File: config.mk
export PLATFORM = sky130hd
export DESIGN_NAME = ws2812b_pixel_transmitter
export DESIGN_NICKNAME = d
export VERILOG_FILES = /design/src/rtl/core/wpt_pkg.sv /design/src/rtl/core/wpt_front.sv /design/src/rtl/core/wpt_cmd_queue.sv /design/src/rtl/core/wpt_back.sv /design/src/rtl/core/ws2812b_pixel_transmitter.sv
export SDC_FILE = /design/constraint.sdc
export NUM_CORES = 1
export LEC_CHECK = 0
export ABC_CLOCK_PERIOD_IN_PS = 7300
export BUFFER_PORTS_ARGS = -buffer_cell sky130_fd_sc_hd__buf_2
export CAP_MARGIN = 30
export CORE_MARGIN = 2
export CORE_UTILIZATION = 33
export CTS_CLUSTER_DIAMETER = 100
export DETAILED_ROUTE_END_ITERATION = 8
export REMOVE_ABC_BUFFERS = 1
export SLEW_MARGIN = 20
export SYNTH_ARGS = -nofsm -noshare
export SYNTH_HDL_FRONTEND = slang
export SYNTH_SLANG_ARGS = --single-unit
File: constraint.sdc
create_clock -name clock -period 7.3 [get_ports clock]
set_input_delay 1.46 -clock clock [delete_from_list [all_inputs] [get_ports clock]]
set_output_delay 1.46 -clock clock [all_outputs]
set_load 0.02 [all_outputs]
File: src/rtl/core/wpt_pkg.sv
// Shared package of the WS2812B pixel transmitter.
// Holds register indexes, reset values, colour constants and the types
// passed between the front end, command queue and timing back end.
`default_nettype none

package wpt_pkg;

   // Configuration port
   localparam int unsigned CSR_INDEX_W = 3;
   localparam int unsigned CSR_DATA_W  = 16;

   localparam logic [CSR_INDEX_W-1:0] CSR_ENABLE      = 3'd0;
   localparam logic [CSR_INDEX_W-1:0] CSR_ONE_HIGH    = 3'd1;
   localparam logic [CSR_INDEX_W-1:0] CSR_ONE_LOW     = 3'd2;
   localparam logic [CSR_INDEX_W-1:0] CSR_ZERO_HIGH   = 3'd3;
   localparam logic [CSR_INDEX_W-1:0] CSR_ZERO_LOW    = 3'd4;
   localparam logic [CSR_INDEX_W-1:0] CSR_RESET_GAP   = 3'd5;

   // Register reset values
   localparam logic [7:0]  RST_ONE_HIGH  = 8'd48;
   localparam logic [7:0]  RST_ONE_LOW   = 8'd14;
   localparam logic [7:0]  RST_ZERO_HIGH = 8'd14;
   localparam logic [7:0]  RST_ZERO_LOW  = 8'd48;
   localparam logic [15:0] RST_RESET_GAP = 16'd12000;

   // Frame and timing constants
   localparam int unsigned COLOR_W    = 24;
   localparam logic [4:0]  FRAME_BITS = 5'd24;
   localparam logic [15:0] GAP_MAX    = 16'hFFFF;

   // Channel levels used by the colour names
   localparam logic [7:0] CH_FULL   = 8'd255;
   localparam logic [7:0] CH_HALF   = 8'd128;
   localparam logic [7:0] CH_YELLOW = 8'd150;
   localparam logic [7:0] CH_ORANGE = 8'd75;
   localparam logic [7:0] CH_OFF    = 8'd0;
   localparam logic [7:0] BR_ROUND  = 8'h80;

   // ASCII codes of the name characters
   localparam logic [7:0] CHR_R_LC = 8'h72;
   localparam logic [7:0] CHR_R_UC = 8'h52;
   localparam logic [7:0] CHR_G_LC = 8'h67;
   localparam logic [7:0] CHR_G_UC = 8'h47;
   localparam logic [7:0] CHR_B_UC = 8'h42;
   localparam logic [7:0] CHR_U_LC = 8'h75;
   localparam logic [7:0] CHR_P_LC = 8'h70;
   localparam logic [7:0] CHR_Y_LC = 8'h79;
   localparam logic [7:0] CHR_O_LC = 8'h6F;
   localparam logic [7:0] CHR_W_LC = 8'h77;

   typedef struct packed {
      logic        enable;
      logic [7:0]  one_high;
      logic [7:0]  one_low;
      logic [7:0]  zero_high;
      logic [7:0]  zero_low;
      logic [15:0] reset_gap;
   } cfg_type;

   // One classified item: tick or set with its ready-made GRB word
   typedef struct packed {
      logic               is_set;
      logic [COLOR_W-1:0] color;
   } cmd_type;

   typedef struct packed {
      logic line_level;
      logic busy_res;
      logic set_accepted;
   } rsp_type;

endpackage : wpt_pkg

`default_nettype wire

File: src/rtl/core/wpt_front.sv
// Front end: accepts items, decodes colour names and applies brightness.
// Depends on wpt_pkg; feeds wpt_cmd_queue.
`default_nettype none

module wpt_front import wpt_pkg::*; (
   input  wire logic       clock,
   input  wire logic       reset,
   input  wire logic       push,
   output logic            full,
   input  wire logic       req_kind,
   input  wire logic [7:0] req_first_char,
   input  wire logic [7:0] req_third_char,
   input  wire logic [7:0] req_brightness,
   input  wire logic       q_full,
   output logic            cmd_valid,
   output cmd_type         cmd
);

   logic    front_valid_ff, front_valid_in;
   cmd_type cmd_ff, cmd_in;
   logic    take;
   logic    known;
   logic [7:0] ch_r, ch_g, ch_b;
   logic [7:0] sc_r, sc_g, sc_b;

   // Rounded brightness scaling of one channel
   function automatic logic [7:0] scale(input logic [7:0] c, input logic [7:0] br);
      logic [15:0] prod;
      prod = ({8'd0, c} * {8'd0, br}) + {8'd0, BR_ROUND};
      return (br == CH_FULL) ? c : prod[15:8];
   endfunction

   // Colour name decode
   always_comb begin
      known = 1'b1;
      ch_r  = CH_OFF;
      ch_g  = CH_OFF;
      ch_b  = CH_OFF;
      if (req_first_char == CHR_R_LC || req_first_char == CHR_R_UC) begin
         ch_r = CH_FULL;
      end else if (req_first_char == CHR_G_LC || req_first_char == CHR_G_UC) begin
         ch_g = CH_FULL;
      end else if (req_first_char == CHR_B_UC || req_third_char == CHR_U_LC) begin
         ch_b = CH_FULL;
      end else if (req_first_char == CHR_P_LC) begin
         ch_r = CH_HALF;
         ch_b = CH_HALF;
      end else if (req_first_char == CHR_Y_LC) begin
         ch_r = CH_FULL;
         ch_g = CH_YELLOW;
      end else if (req_first_char == CHR_O_LC) begin
         ch_r = CH_FULL;
         ch_g = CH_ORANGE;
      end else if (req_first_char == CHR_W_LC) begin
         ch_r = CH_FULL;
         ch_g = CH_FULL;
         ch_b = CH_FULL;
      end else begin
         known = 1'b0;
      end
   end

   assign sc_r = scale(ch_r, req_brightness);
   assign sc_g = scale(ch_g, req_brightness);
   assign sc_b = scale(ch_b, req_brightness);

   // Input stage: holds while the command queue is full
   assign full = front_valid_ff & q_full;
   assign take = push & ~full;

   always_comb begin
      front_valid_in = take | (front_valid_ff & q_full);
      cmd_in         = cmd_ff;
      if (take) begin
         cmd_in.is_set = req_kind;
         if (!known || req_brightness == 8'd0) begin
            cmd_in.color = '0;
         end else begin
            cmd_in.color = {sc_g, sc_r, sc_b};
         end
      end
   end

   always_ff @(posedge clock) begin
      if (reset) begin
         front_valid_ff <= 1'b0;
      end else begin
         front_valid_ff <= front_valid_in;
      end
      cmd_ff <= cmd_in;
   end

   assign cmd_valid = front_valid_ff;
   assign cmd       = cmd_ff;

endmodule : wpt_front

`default_nettype wire

File: src/rtl/core/wpt_cmd_queue.sv
// Two-entry queue of classified items between front end and back end.
// Depends on wpt_pkg for cmd_type.
`default_nettype none

module wpt_cmd_queue import wpt_pkg::*; (
   input  wire logic clock,
   input  wire logic reset,
   input  wire logic wr_en,
   input  cmd_type   wr_data,
   output logic      q_full,
   input  wire logic rd_en,
   output logic      rd_valid,
   output cmd_type   rd_data
);

   cmd_type    slot_ff [2];
   logic       wr_ptr_ff, wr_ptr_in;
   logic       rd_ptr_ff, rd_ptr_in;
   logic [1:0] count_ff, count_in;
   logic       do_wr, do_rd;

   assign q_full   = (count_ff == 2'd2);
   assign rd_valid = (count_ff != 2'd0);
   assign rd_data  = slot_ff[rd_ptr_ff];
   assign do_wr    = wr_en & ~q_full;
   assign do_rd    = rd_en & rd_valid;

   // Pointer and fill count update
   always_comb begin
      wr_ptr_in = do_wr ? ~wr_ptr_ff : wr_ptr_ff;
      rd_ptr_in = do_rd ? ~rd_ptr_ff : rd_ptr_ff;
      count_in  = count_ff;
      if (do_wr && !do_rd) begin
         count_in = count_ff + 2'd1;
      end else if (do_rd && !do_wr) begin
         count_in = count_ff - 2'd1;
      end
   end

   always_ff @(posedge clock) begin
      if (reset) begin
         wr_ptr_ff <= 1'b0;
         rd_ptr_ff <= 1'b0;
         count_ff  <= 2'd0;
      end else begin
         wr_ptr_ff <= wr_ptr_in;
         rd_ptr_ff <= rd_ptr_in;
         count_ff  <= count_in;
      end
      if (do_wr) begin
         slot_ff[wr_ptr_ff] <= wr_data;
      end
   end

endmodule : wpt_cmd_queue

`default_nettype wire

File: src/rtl/core/wpt_back.sv
// Back end: frame timing engine, pending colour slot and result queue.
// Depends on wpt_pkg; takes items from wpt_cmd_queue.
`default_nettype none

module wpt_back import wpt_pkg::*; (
   input  wire logic clock,
   input  wire logic reset,
   input  cfg_type   cfg,
   input  wire logic cmd_valid,
   input  cmd_type   cmd,
   output logic      cmd_pop,
   input  wire logic rsp_pop,
   output logic      rsp_empty,
   output rsp_type   rsp
);

   // Line state
   logic [COLOR_W-1:0] pend_color_ff, pend_color_in;
   logic               pend_valid_ff, pend_valid_in;
   logic [COLOR_W-1:0] shift_ff, shift_in;
   logic [4:0]         bits_left_ff, bits_left_in;
   logic               high_ff, high_in;
   logic [7:0]         phase_ff, phase_in;
   logic [15:0]        gap_ff, gap_in;
   logic               sent_ff, sent_in;
   logic [7:0]         phase_dec;
   rsp_type            res;

   // Result queue
   rsp_type    rq_ff [2];
   logic       rq_wr_ff, rq_wr_in;
   logic       rq_rd_ff, rq_rd_in;
   logic [1:0] rq_cnt_ff, rq_cnt_in;
   logic       rq_pop;

   function automatic logic [7:0] at_least_one(input logic [7:0] v);
      return (v == 8'd0) ? 8'd1 : v;
   endfunction

   function automatic logic [7:0] high_len(input logic top, input cfg_type c);
      return at_least_one(top ? c.one_high : c.zero_high);
   endfunction

   function automatic logic [7:0] low_len(input logic top, input cfg_type c);
      return at_least_one(top ? c.one_low : c.zero_low);
   endfunction

   // One item is executed per cycle while the result queue has room
   assign cmd_pop   = cmd_valid & (rq_cnt_ff != 2'd2);
   assign phase_dec = phase_ff - 8'd1;

   // Item execution: tick advances the line and starts a pending frame, set fills the pending slot if enabled and empty
   always_comb begin
      pend_color_in = pend_color_ff;
      pend_valid_in = pend_valid_ff;
      shift_in      = shift_ff;
      bits_left_in  = bits_left_ff;
      high_in       = high_ff;
      phase_in      = phase_ff;
      gap_in        = gap_ff;
      sent_in       = sent_ff;
      res.set_accepted = 1'b0;
      if (cmd.is_set) begin
         if (cfg.enable && !pend_valid_ff) begin
            pend_color_in    = cmd.color;
            pend_valid_in    = 1'b1;
            res.set_accepted = 1'b1;
         end
      end else begin
         // advance the running frame or the gap counter
         if (bits_left_ff != 5'd0) begin
            phase_in = phase_dec;
            if (phase_dec == 8'd0) begin
               if (high_ff) begin
                  high_in  = 1'b0;
                  phase_in = low_len(shift_ff[COLOR_W-1], cfg);
               end else begin
                  shift_in     = {shift_ff[COLOR_W-2:0], 1'b0};
                  bits_left_in = bits_left_ff - 5'd1;
                  if (bits_left_ff == 5'd1) begin
                     sent_in = 1'b1;
                     gap_in  = 16'd0;
                  end else begin
                     high_in  = 1'b1;
                     phase_in = high_len(shift_ff[COLOR_W-2], cfg);
                  end
               end
            end
         end else if (gap_ff != GAP_MAX) begin
            gap_in = gap_ff + 16'd1;
         end
         // start a pending frame once the gap is met, or at once before the first frame
         if (bits_left_in == 5'd0 && pend_valid_ff &&
             (!sent_in || gap_in >= cfg.reset_gap)) begin
            shift_in      = pend_color_ff;
            pend_valid_in = 1'b0;
            bits_left_in  = FRAME_BITS;
            high_in       = 1'b1;
            phase_in      = high_len(pend_color_ff[COLOR_W-1], cfg);
         end
      end
      res.line_level = (bits_left_in != 5'd0) & high_in;
      res.busy_res   = pend_valid_in | (bits_left_in != 5'd0);
   end

   // Result queue bookkeeping
   assign rsp_empty = (rq_cnt_ff == 2'd0);
   assign rsp       = rq_ff[rq_rd_ff];
   assign rq_pop    = rsp_pop & ~rsp_empty;

   always_comb begin
      rq_wr_in  = cmd_pop ? ~rq_wr_ff : rq_wr_ff;
      rq_rd_in  = rq_pop ? ~rq_rd_ff : rq_rd_ff;
      rq_cnt_in = rq_cnt_ff;
      if (cmd_pop && !rq_pop) begin
         rq_cnt_in = rq_cnt_ff + 2'd1;
      end else if (rq_pop && !cmd_pop) begin
         rq_cnt_in = rq_cnt_ff - 2'd1;
      end
   end

   always_ff @(posedge clock) begin
      if (reset) begin
         pend_color_ff <= '0;
         pend_valid_ff <= 1'b0;
         shift_ff      <= '0;
         bits_left_ff  <= 5'd0;
         high_ff       <= 1'b0;
         phase_ff      <= 8'd0;
         gap_ff        <= 16'd0;
         sent_ff       <= 1'b0;
         rq_wr_ff      <= 1'b0;
         rq_rd_ff      <= 1'b0;
         rq_cnt_ff     <= 2'd0;
      end else begin
         if (cmd_pop) begin
            pend_color_ff <= pend_color_in;
            pend_valid_ff <= pend_valid_in;
            shift_ff      <= shift_in;
            bits_left_ff  <= bits_left_in;
            high_ff       <= high_in;
            phase_ff      <= phase_in;
            gap_ff        <= gap_in;
            sent_ff       <= sent_in;
         end
         rq_wr_ff  <= rq_wr_in;
         rq_rd_ff  <= rq_rd_in;
         rq_cnt_ff <= rq_cnt_in;
      end
      if (cmd_pop) begin
         rq_ff[rq_wr_ff] <= res;
      end
   end

endmodule : wpt_back

`default_nettype wire

File: src/rtl/core/ws2812b_pixel_transmitter.sv
// Top level of the WS2812B pixel transmitter: configuration registers and
// the chain front end -> command queue -> timing back end. Uses wpt_pkg.
`default_nettype none

// Every accepted item (tick or set colour) yields exactly one result, in
// order. The block sustains one item per clock: push may be held high every
// cycle and full stays low as long as pop keeps up. A result reaches the
// result ports through the input register, then the command queue, then
// the result queue written by the timing engine; two-entry queues on each
// side absorb short stalls. The timing engine updates the whole line state
// for each item in one step, which sets the one-item-per-clock rate.
// Registers are written at any edge with csr_we high and should only be
// changed while the block is idle.
module ws2812b_pixel_transmitter import wpt_pkg::*; (
   input  wire logic                   clock,
   input  wire logic                   reset,
   // item input
   input  wire logic                   push,
   output logic                        full,
   input  wire logic                   req_kind,
   input  wire logic [7:0]             req_first_char,
   input  wire logic [7:0]             req_third_char,
   input  wire logic [7:0]             req_brightness,
   // results
   output logic                        empty,
   input  wire logic                   pop,
   output logic                        rsp_line_level,
   output logic                        rsp_busy_res,
   output logic                        rsp_set_accepted,
   // configuration
   input  wire logic                   csr_we,
   input  wire logic [CSR_INDEX_W-1:0] csr_index,
   input  wire logic [CSR_DATA_W-1:0]  csr_wdata
);

   cfg_type cfg_ff, cfg_in;
   logic    q_full;
   logic    front_valid;
   cmd_type front_cmd;
   logic    cmd_valid;
   cmd_type cmd;
   logic    cmd_pop;
   rsp_type rsp;

   // Register write decode
   always_comb begin
      cfg_in = cfg_ff;
      if (csr_we) begin
         case (csr_index)
            CSR_ENABLE:    cfg_in.enable    = csr_wdata[0];
            CSR_ONE_HIGH:  cfg_in.one_high  = csr_wdata[7:0];
            CSR_ONE_LOW:   cfg_in.one_low   = csr_wdata[7:0];
            CSR_ZERO_HIGH: cfg_in.zero_high = csr_wdata[7:0];
            CSR_ZERO_LOW:  cfg_in.zero_low  = csr_wdata[7:0];
            CSR_RESET_GAP: cfg_in.reset_gap = csr_wdata;
            default:       cfg_in = cfg_ff;
         endcase
      end
   end

   always_ff @(posedge clock) begin
      if (reset) begin
         cfg_ff.enable    <= 1'b0;
         cfg_ff.one_high  <= RST_ONE_HIGH;
         cfg_ff.one_low   <= RST_ONE_LOW;
         cfg_ff.zero_high <= RST_ZERO_HIGH;
         cfg_ff.zero_low  <= RST_ZERO_LOW;
         cfg_ff.reset_gap <= RST_RESET_GAP;
      end else begin
         cfg_ff <= cfg_in;
      end
   end

   wpt_front u_front (
      .clock          (clock),
      .reset          (reset),
      .push           (push),
      .full           (full),
      .req_kind       (req_kind),
      .req_first_char (req_first_char),
      .req_third_char (req_third_char),
      .req_brightness (req_brightness),
      .q_full         (q_full),
      .cmd_valid      (front_valid),
      .cmd            (front_cmd)
   );

   wpt_cmd_queue u_cmd_queue (
      .clock    (clock),
      .reset    (reset),
      .wr_en    (front_valid),
      .wr_data  (front_cmd),
      .q_full   (q_full),
      .rd_en    (cmd_pop),
      .rd_valid (cmd_valid),
      .rd_data  (cmd)
   );

   wpt_back u_back (
      .clock     (clock),
      .reset     (reset),
      .cfg       (cfg_ff),
      .cmd_valid (cmd_valid),
      .cmd       (cmd),
      .cmd_pop   (cmd_pop),
      .rsp_pop   (pop),
      .rsp_empty (empty),
      .rsp       (rsp)
   );

   assign rsp_line_level   = rsp.line_level;
   assign rsp_busy_res     = rsp.busy_res;
   assign rsp_set_accepted = rsp.set_accepted;

`ifndef NO_ASSERTIONS
   // a queued colour always shows as busy in the same result
   a_accept_busy: assert property (@(posedge clock) disable iff (reset)
      (!empty && rsp_set_accepted) |-> rsp_busy_res)
      else $error("set accepted without busy");

   // the line is only driven high while a frame is in flight
   a_line_busy: assert property (@(posedge clock) disable iff (reset)
      (!empty && rsp_line_level) |-> rsp_busy_res)
      else $error("line high while not busy");

   // input side is open straight after reset
   a_open_after_reset: assert property (@(posedge clock)
      reset |=> !full)
      else $error("full set after reset");

   // command queue never pops when it holds nothing
   a_no_empty_pop: assert property (@(posedge clock) disable iff (reset)
      cmd_pop |-> cmd_valid)
      else $error("back end took an item from an empty queue");
`endif

endmodule : ws2812b_pixel_transmitter

`default_nettype wire
# Yosys cells after proc, flatten, opt, wreduce, memory -nomap -nowiden
# Memories as Yosys holds them, arrays and structs flattened. A register that Yosys moved wholly into a read port is not among the register bits.
# Index checks and enable logic that the tools add are counted.
# classes
add_sub_neg	10
multipliers	3
magnitude_cmp	1
eq_ne	21
mux	84
n_bitwise	17
n_reduce_logical	44
# op_table
operator	count
$mux 8	33
$mux 16	6
$mux 24	4
$eq 8x7->1 const B	10
$add 16x8->16 const B	3
$mul 8x8->16	3
$logic_not 8->1	5
$mux 1	31
$mux 5	6
$add 16x1->16 const B	1
$ge 16x16->1	1
$ne 16x16->1 const B	1
$reduce_and 2->1	7
$reduce_bool 2->1	5
$reduce_bool 5->1	2
$eq 8x8->1 const B	1
$mux 2	4
$not 1->1	8
$sub 8x1->8 const B	1
$and 1x1->1	7
$logic_and 1x1->1	7
$logic_not 1->1	7
$eq 3x2->1 const B	2
$eq 3x3->1 const B	2
other kinds (14)	23
# totals
register_bits	163
mem_bits_rw	56
out_inout_bits	5
wordCells	205
memories	2
# mem_list
name	depth	width	rd	rd_ports_with_merged_regs	write_ports	line_no	text
u_cmd_queue.slot_ff	2	25	1	1	1	wpt_cmd_queue.sv:16	cmd_type slot_ff [2];
u_back.rq_ff	2	3	1	1	1	wpt_back.sv:30	rsp_type rq_ff [2];

# Longest topological paths before layout
# logic_depth
word_depth	13
ltp_mapped	25
depth_no_buf	24

# By module
# Synthesis repeated with hierarchy kept, for this count alone.
# unflattened
cells_unflattened	1706
hier_area_um2	16158.0
# modules_own_cells
mod	instances	cells_per_inst	area_each_um2
wpt_front	1	702	6473.7
wpt_back	1	706	5622.9
ws2812b_pixel_transmitter	1	195	2040.7
wpt_cmd_queue	1	103	2020.7

# Least setup slack after synthesis
# OpenSTA, ideal clock, no wires.
# synth_path
path_type	input-to-reg
start	input req_first_char[3]
end	register u_front.cmd_ff (netlist bit u_front.cmd[7]) (data pin)
arrival_time_ps	7129
slack_ps	-93
path_stages	24
path_buffers	2
cell_sequence	clkbuf_1 or3_1 nor4_1 nor3_1 o31ai_1 clkbuf_1 and2_1 inv_1 ha_1 ha_1 or2_2 fa_1 fa_1 inv_1 fa_1 inv_1 ha_1 nand3_1 a21oi_1 nor3_1 o31ai_1 a21o_1 a211o_1 nand4_1
# synth_via
elab_chain_len	11
# synth_lines
element	line_no	text
start: declaration	ws2812b_pixel_transmitter.sv:21	input wire logic [7:0] req_first_char,
$eq 8x7->1	wpt_front.sv:54	end else if (req_first_char == CHR_W_LC) begin
$mux 8	wpt_front.sv:54	
$mux 8	wpt_front.sv:51	end else if (req_first_char == CHR_O_LC) begin
$mux 8	wpt_front.sv:48	end else if (req_first_char == CHR_Y_LC) begin
$mux 8	wpt_front.sv:45	end else if (req_first_char == CHR_P_LC) begin
$mux 8	wpt_front.sv:43	end else if (req_first_char == CHR_B_UC || req_third_char == CHR_U_LC) begin
$mux 8	wpt_front.sv:41	end else if (req_first_char == CHR_G_LC || req_first_char == CHR_G_UC) begin
$mux 8	wpt_front.sv:39	if (req_first_char == CHR_R_LC || req_first_char == CHR_R_UC) begin
$mul 8x8->16	wpt_front.sv:29	prod = ({8'd0, c} * {8'd0, br}) + {8'd0, BR_ROUND};
$add 16x8->16	wpt_front.sv:29	
$mux 8	wpt_front.sv:30	return (br == CH_FULL) ? c : prod[15:8];
end signal: assignment	wpt_front.sv:90	cmd_ff <= cmd_in;
end: declaration	wpt_front.sv:20	cmd_type cmd_ff, cmd_in;
# Parallel ways exist; a longest one is shown, timed or not.
# A chain may end at the register's enable or synchronous reset.

# Worst setup path after layout
# layout_path
start	input req_first_char[5]
end	register u_front.cmd_ff (netlist bit u_front.cmd[23]) (data pin)
# The elaborated chain is that of the path after synthesis.

==> reports/results.tsv <==
stage	metric	value	unit
outcome	result of the run	complete, no violations	
die	floorplan core area	46600	sq um
placed_design	gpl congestion	0.885	
worst_setup_path	Worst Path Arrival	7.12	ns
drt	detailed-routed wire length on met2	15.6	mm
yosys	distinct cell type count after synthesis	72	
global_route	largest net degree at the start of global routing	86	
sta	final hold violation count	0	
drt	number of DRC markers in iteration 0	653	
finish	total area of multi-input combinational cells	9230	sq um
worst_setup_path	worst setup path startpoint	req_first_char[5]	
sta	smallest setup slack after layout	0.528	ns
finish	fraction of final layout cells sized beyond drive strength 1	10.8	%
finish	net count of the finished layout	1994	
clock_tree	Clock H-tree levels	1	
yosys	main flop type after synthesis	sky130_fd_sc_hd__dfxtp_1	
global_route	total routing resource utilization after global routing	13.3	%
worst_setup_path	worst reg2reg startpoint	u_back.phase_ff[2]	
die	top-level port count	54	
drt	remaining antenna violation count after routing	0	
power_and_ir_drop	Peak VDD IR	0.000238	V
yosys	fraction of registers with async set or reset after synthesis	0	%
finish	area overhead of the layout relative to synthesis	11.6	%
yosys	Synthesis Warnings	0	
placed_design	instance count after placement with tap cells included	2309	
yosys	Syn Inst Count	1685	
min_path	endpoint of the worst hold path	u_cmd_queue.slot_ff[0][23]	
clock_tree	CTS clock-pin slew for the worst setup and hold paths	0.06	ns
finish	post-route standard cell area excluding fillers	17400	sq um
finish	number of filler instances in the final layout	4651	
min_path	type of the worst min-delay path	register to register	
finish	post-layout instance count excluding filler cells	2353	
drt	Post-route DRC	0	
placed_design	# port buffers	53	
clock_tree	sinks on the clock net	221	
clock_tree	CTS tree	yes	
sta	final critical-path required period	6.77	ns
min_path	worst hold path startpoint	u_front.cmd[23]	
finish	Antenna Diode Count	0	
sta	worst slew pin tran	0.937	ns
run	Max-Cap Viols	0	
clock_tree	number of buffers added by the clock tree synthesis step	24	
min_path	worst hold path depth	0	
yosys	largest cells by area after synthesis	sky130_fd_sc_hd__dfxtp_1 (18%), sky130_fd_sc_hd__edfxtp_1 (16%), sky130_fd_sc_hd__ha_1 (11%)	
placed_design	sum of net half-perimeters after detailed placement	24.8	mm
worst_setup_path	capturing point of the worst reg2reg path	u_back.phase_ff[0]	
global_route	number of global-route vias before repair	11700	
worst_setup_path	Critical Setup Path Class	primary input to register	
sta	maximum clock rate	148	MHz
finish	Sequential Area	5240	sq um
yosys	number of enable flip-flop cells after synthesis	81	
yosys	syn_area_per_cell	9.24	sq um
placed_design	placed cell areas	16600	sq um
worst_setup_path	flop-to-flop setup slack	1.15	ns
yosys	leading post-synthesis cells by instance count	sky130_fd_sc_hd__inv_1 (217), sky130_fd_sc_hd__nand2_1 (195), sky130_fd_sc_hd__dfxtp_1 (140)	
power_and_ir_drop	power per unit of standard cell area	185	nW/um^2
drt	highest signal layer in the routed design	met4	
worst_setup_path	crit end category	register	
sta	final sum of negative setup slack	0	ns
worst_setup_path	maximum fanout encountered on the critical timing path	10	
yosys	flops & latches, synth	221	
sta	setup violation total in the final timing report	0	
worst_setup_path	CP startpoint kind	primary input	
drt	drt first pass iters	5	
worst_setup_path	Worst EP required	7.65	ns
die	Site Rows	79	
drt	amount of wire on met3 after detailed routing	1.15	mm
drt	vias post-DR	11600	
die	die outline area	48900	sq um
sta	max-slew violation count	0	
placed_design	pre-CTS worst setup slack	-0.140	ns
yosys	cell with the most instances after synthesis	sky130_fd_sc_hd__inv_1	
global_route	global-route wire length before repair	56.2	mm
global_route	number of antenna violations at the first check in global routing	0	
sta	part of the cycle the worst path needs	92.8	%
yosys	sequential element share of the synthesized area	33.6	%
sta	relative slew slack	37.3	%
sta	worst clock skew	0.0131	ns
die	die extent in x	221	um
clock_tree	number of buffers on the longest clock path	3	
finish	core occupancy in the finished layout	37.3	%
global_route	remaining global-route overflow	0	
power_and_ir_drop	LEAKAGE	7.68	nW
yosys	cell area after synthesis	15600	sq um
die	initial core utilization	33.4	%
clock_tree	clock insertion delay at the later pin of the skew report	0.52	ns
die	Vert. Die Dim	221	um
yosys	top cell type's share of synthesized area	18.0	%
clock_tree	clock root buffer master	sky130_fd_sc_hd__clkbuf_16	
sta	RSZ-0062 raised after global routing	no	
clock_tree	post-CTS setup-driven buffer insertion count	0	
drt	met1 wire length	15.7	mm
drt	drt total wl	32.8	mm
worst_setup_path	number of cells on the worst reg-to-reg path	17	
drt	number of vias per cell after detailed routing	4.95	
drt	routed wirelength normalized by instance count	14.0	um
yosys	Yosys top cell by area	sky130_fd_sc_hd__dfxtp_1	
[placed cells by master (no fill, tap or decap), types with 10 or more instances in the layout]
| cell | count |
|---|---|
| sky130_fd_sc_hd__nor4_1 | 17 |
| sky130_fd_sc_hd__nand4_1 | 10 |
| sky130_fd_sc_hd__mux2_2 | 16 |
| sky130_fd_sc_hd__a21oi_1 | 88 |
| sky130_fd_sc_hd__clkbuf_16 | 24 |
| sky130_fd_sc_hd__a211oi_1 | 29 |
| sky130_fd_sc_hd__nor2b_1 | 16 |
| sky130_fd_sc_hd__xnor2_1 | 20 |
| sky130_fd_sc_hd__mux2i_1 | 69 |
| sky130_fd_sc_hd__and3_1 | 21 |
| sky130_fd_sc_hd__nand2_1 | 195 |
| sky130_fd_sc_hd__a221oi_1 | 11 |
| sky130_fd_sc_hd__buf_2 | 52 |
| sky130_fd_sc_hd__nand3_1 | 39 |
| sky130_fd_sc_hd__nand3b_1 | 17 |
| sky130_fd_sc_hd__nor3_1 | 32 |
| sky130_fd_sc_hd__and2_1 | 35 |
| sky130_fd_sc_hd__a221oi_2 | 20 |
| sky130_fd_sc_hd__xor2_1 | 15 |
| sky130_fd_sc_hd__inv_1 | 217 |
| sky130_fd_sc_hd__dfxtp_1 | 140 |
| sky130_fd_sc_hd__o21ai_0 | 36 |
| sky130_fd_sc_hd__ha_1 | 134 |
| sky130_fd_sc_hd__or3_1 | 13 |
| sky130_fd_sc_hd__a311oi_1 | 13 |
| sky130_fd_sc_hd__buf_4 | 43 |
| sky130_fd_sc_hd__a31oi_1 | 12 |
| sky130_fd_sc_hd__edfxtp_1 | 81 |
| sky130_fd_sc_hd__nor2_1 | 116 |
| sky130_fd_sc_hd__fa_1 | 83 |
[critical path, stage by stage]
cell and delay, ns:
sky130_fd_sc_hd__buf_2 0.10, sky130_fd_sc_hd__and2_1 0.16, sky130_fd_sc_hd__and4_1 0.21, sky130_fd_sc_hd__nor3_1 0.22, sky130_fd_sc_hd__nand2_1 0.11, sky130_fd_sc_hd__maj3_1 0.38
sky130_fd_sc_hd__nor3_1 0.15, sky130_fd_sc_hd__buf_4 0.20, sky130_fd_sc_hd__and2_1 0.21, sky130_fd_sc_hd__inv_1 0.08, sky130_fd_sc_hd__fa_1 0.46, sky130_fd_sc_hd__fa_1 0.54
sky130_fd_sc_hd__inv_1 0.05, sky130_fd_sc_hd__ha_1 0.30, sky130_fd_sc_hd__fa_1 0.48, sky130_fd_sc_hd__ha_1 0.29, sky130_fd_sc_hd__nand2_1 0.05, sky130_fd_sc_hd__o21ai_1 0.19
sky130_fd_sc_hd__a2111oi_1 0.11, sky130_fd_sc_hd__buf_4 0.15, sky130_fd_sc_hd__or3_1 0.41, sky130_fd_sc_hd__a31oi_1 0.26, sky130_fd_sc_hd__o21ai_1 0.13, sky130_fd_sc_hd__a21o_1 0.19
sky130_fd_sc_hd__a311oi_1 0.24
[metal layers]
layer / global-route usage (%) / vias up
met5: 0 / -
met4: 2.84 / 0
met3: 1.35 / 35
met2: 23.2 / 181
met1: 17.8 / 5520
li1: - / 5903
[worst max-delay path by stage]
stage                     slack (ns)              end  depth (start not counted)
after global routing            0.07  u_front.cmd[23]                         25
after floorplan                -0.12   u_front.cmd[7]                         22
after detailed placement       -0.14  u_front.cmd[23]                         25
after global placement          0.01  u_front.cmd[23]                         25
after CTS                       0.40  u_front.cmd[23]                         25
final                           0.53  u_front.cmd[23]                         25
[flip-flops by register name, summed over array words and instances, names as in the netlist, named ones only]
register / cells
cfg_ff: 49
u_back.bits_left_ff: 5
u_back.gap_ff: 16
u_back.high_ff: 1
u_back.pend_color_ff: 24
u_back.pend_valid_ff: 1
u_back.phase_ff: 8
u_back.rq_cnt_ff: 2
u_back.rq_ff: 6
u_back.rq_rd_ff: 1
u_back.rq_wr_ff: 1
u_back.sent_ff: 1
u_back.shift_ff: 24
u_cmd_queue.count_ff: 2
u_cmd_queue.rd_ptr_ff: 1
u_cmd_queue.slot_ff: 50
u_cmd_queue.wr_ptr_ff: 1
u_front.cmd: 25
u_front.cmd_valid: 1
[timing repair]
item | 4_1_cts | 5_1_grt
endpoints found under the hold margin | 0 | 0
gates resized for setup | 0 | 4
setup endpoints to repair | 0 | 2
hold buffers | 0 | 0
[metrics by stage]
step	hold slack (ns)	power [mW]
global route	0.449	3.39
detailed placement	0.431	2.10
finish	0.444	3.22
global placement	0.422	2.09
CTS	0.445	3.26
floorplan	0.421	1.90
[cell families after synthesis]
family	share of synthesized area [%]
AO/OA/AOI/OAI	12.5
XOR/XNOR	1.97
adder cells (fa/ha/maj)	21.5
buffers and inverters	7.28
flip-flops	33.6
multiplexers	5.68
AND/OR/NAND/NOR	17.4
[power by group]
group | switching [mW] | total [mW] | internal [mW] | leakage, nW
Combinational | 0.417 | 0.648 | 0.231 | 5.42
Sequential | 0.0517 | 1.43 | 1.38 | 1.91
Clock | 0.479 | 1.14 | 0.663 | 0.354
[final cells by class]
| class | count | area share [%] |
|---|---|---|
| clock inverters | 9 | 0.447 |
| repair buffers | 95 | 3.36 |
| well taps | 607 | 4.37 |
| flip-flops and latches | 221 | 30.1 |
| clock buffers | 35 | 3.81 |
| inverters | 218 | 4.71 |
| multi-input cells | 1168 | 53.2 |
Power figures use the tool's default switching activity.
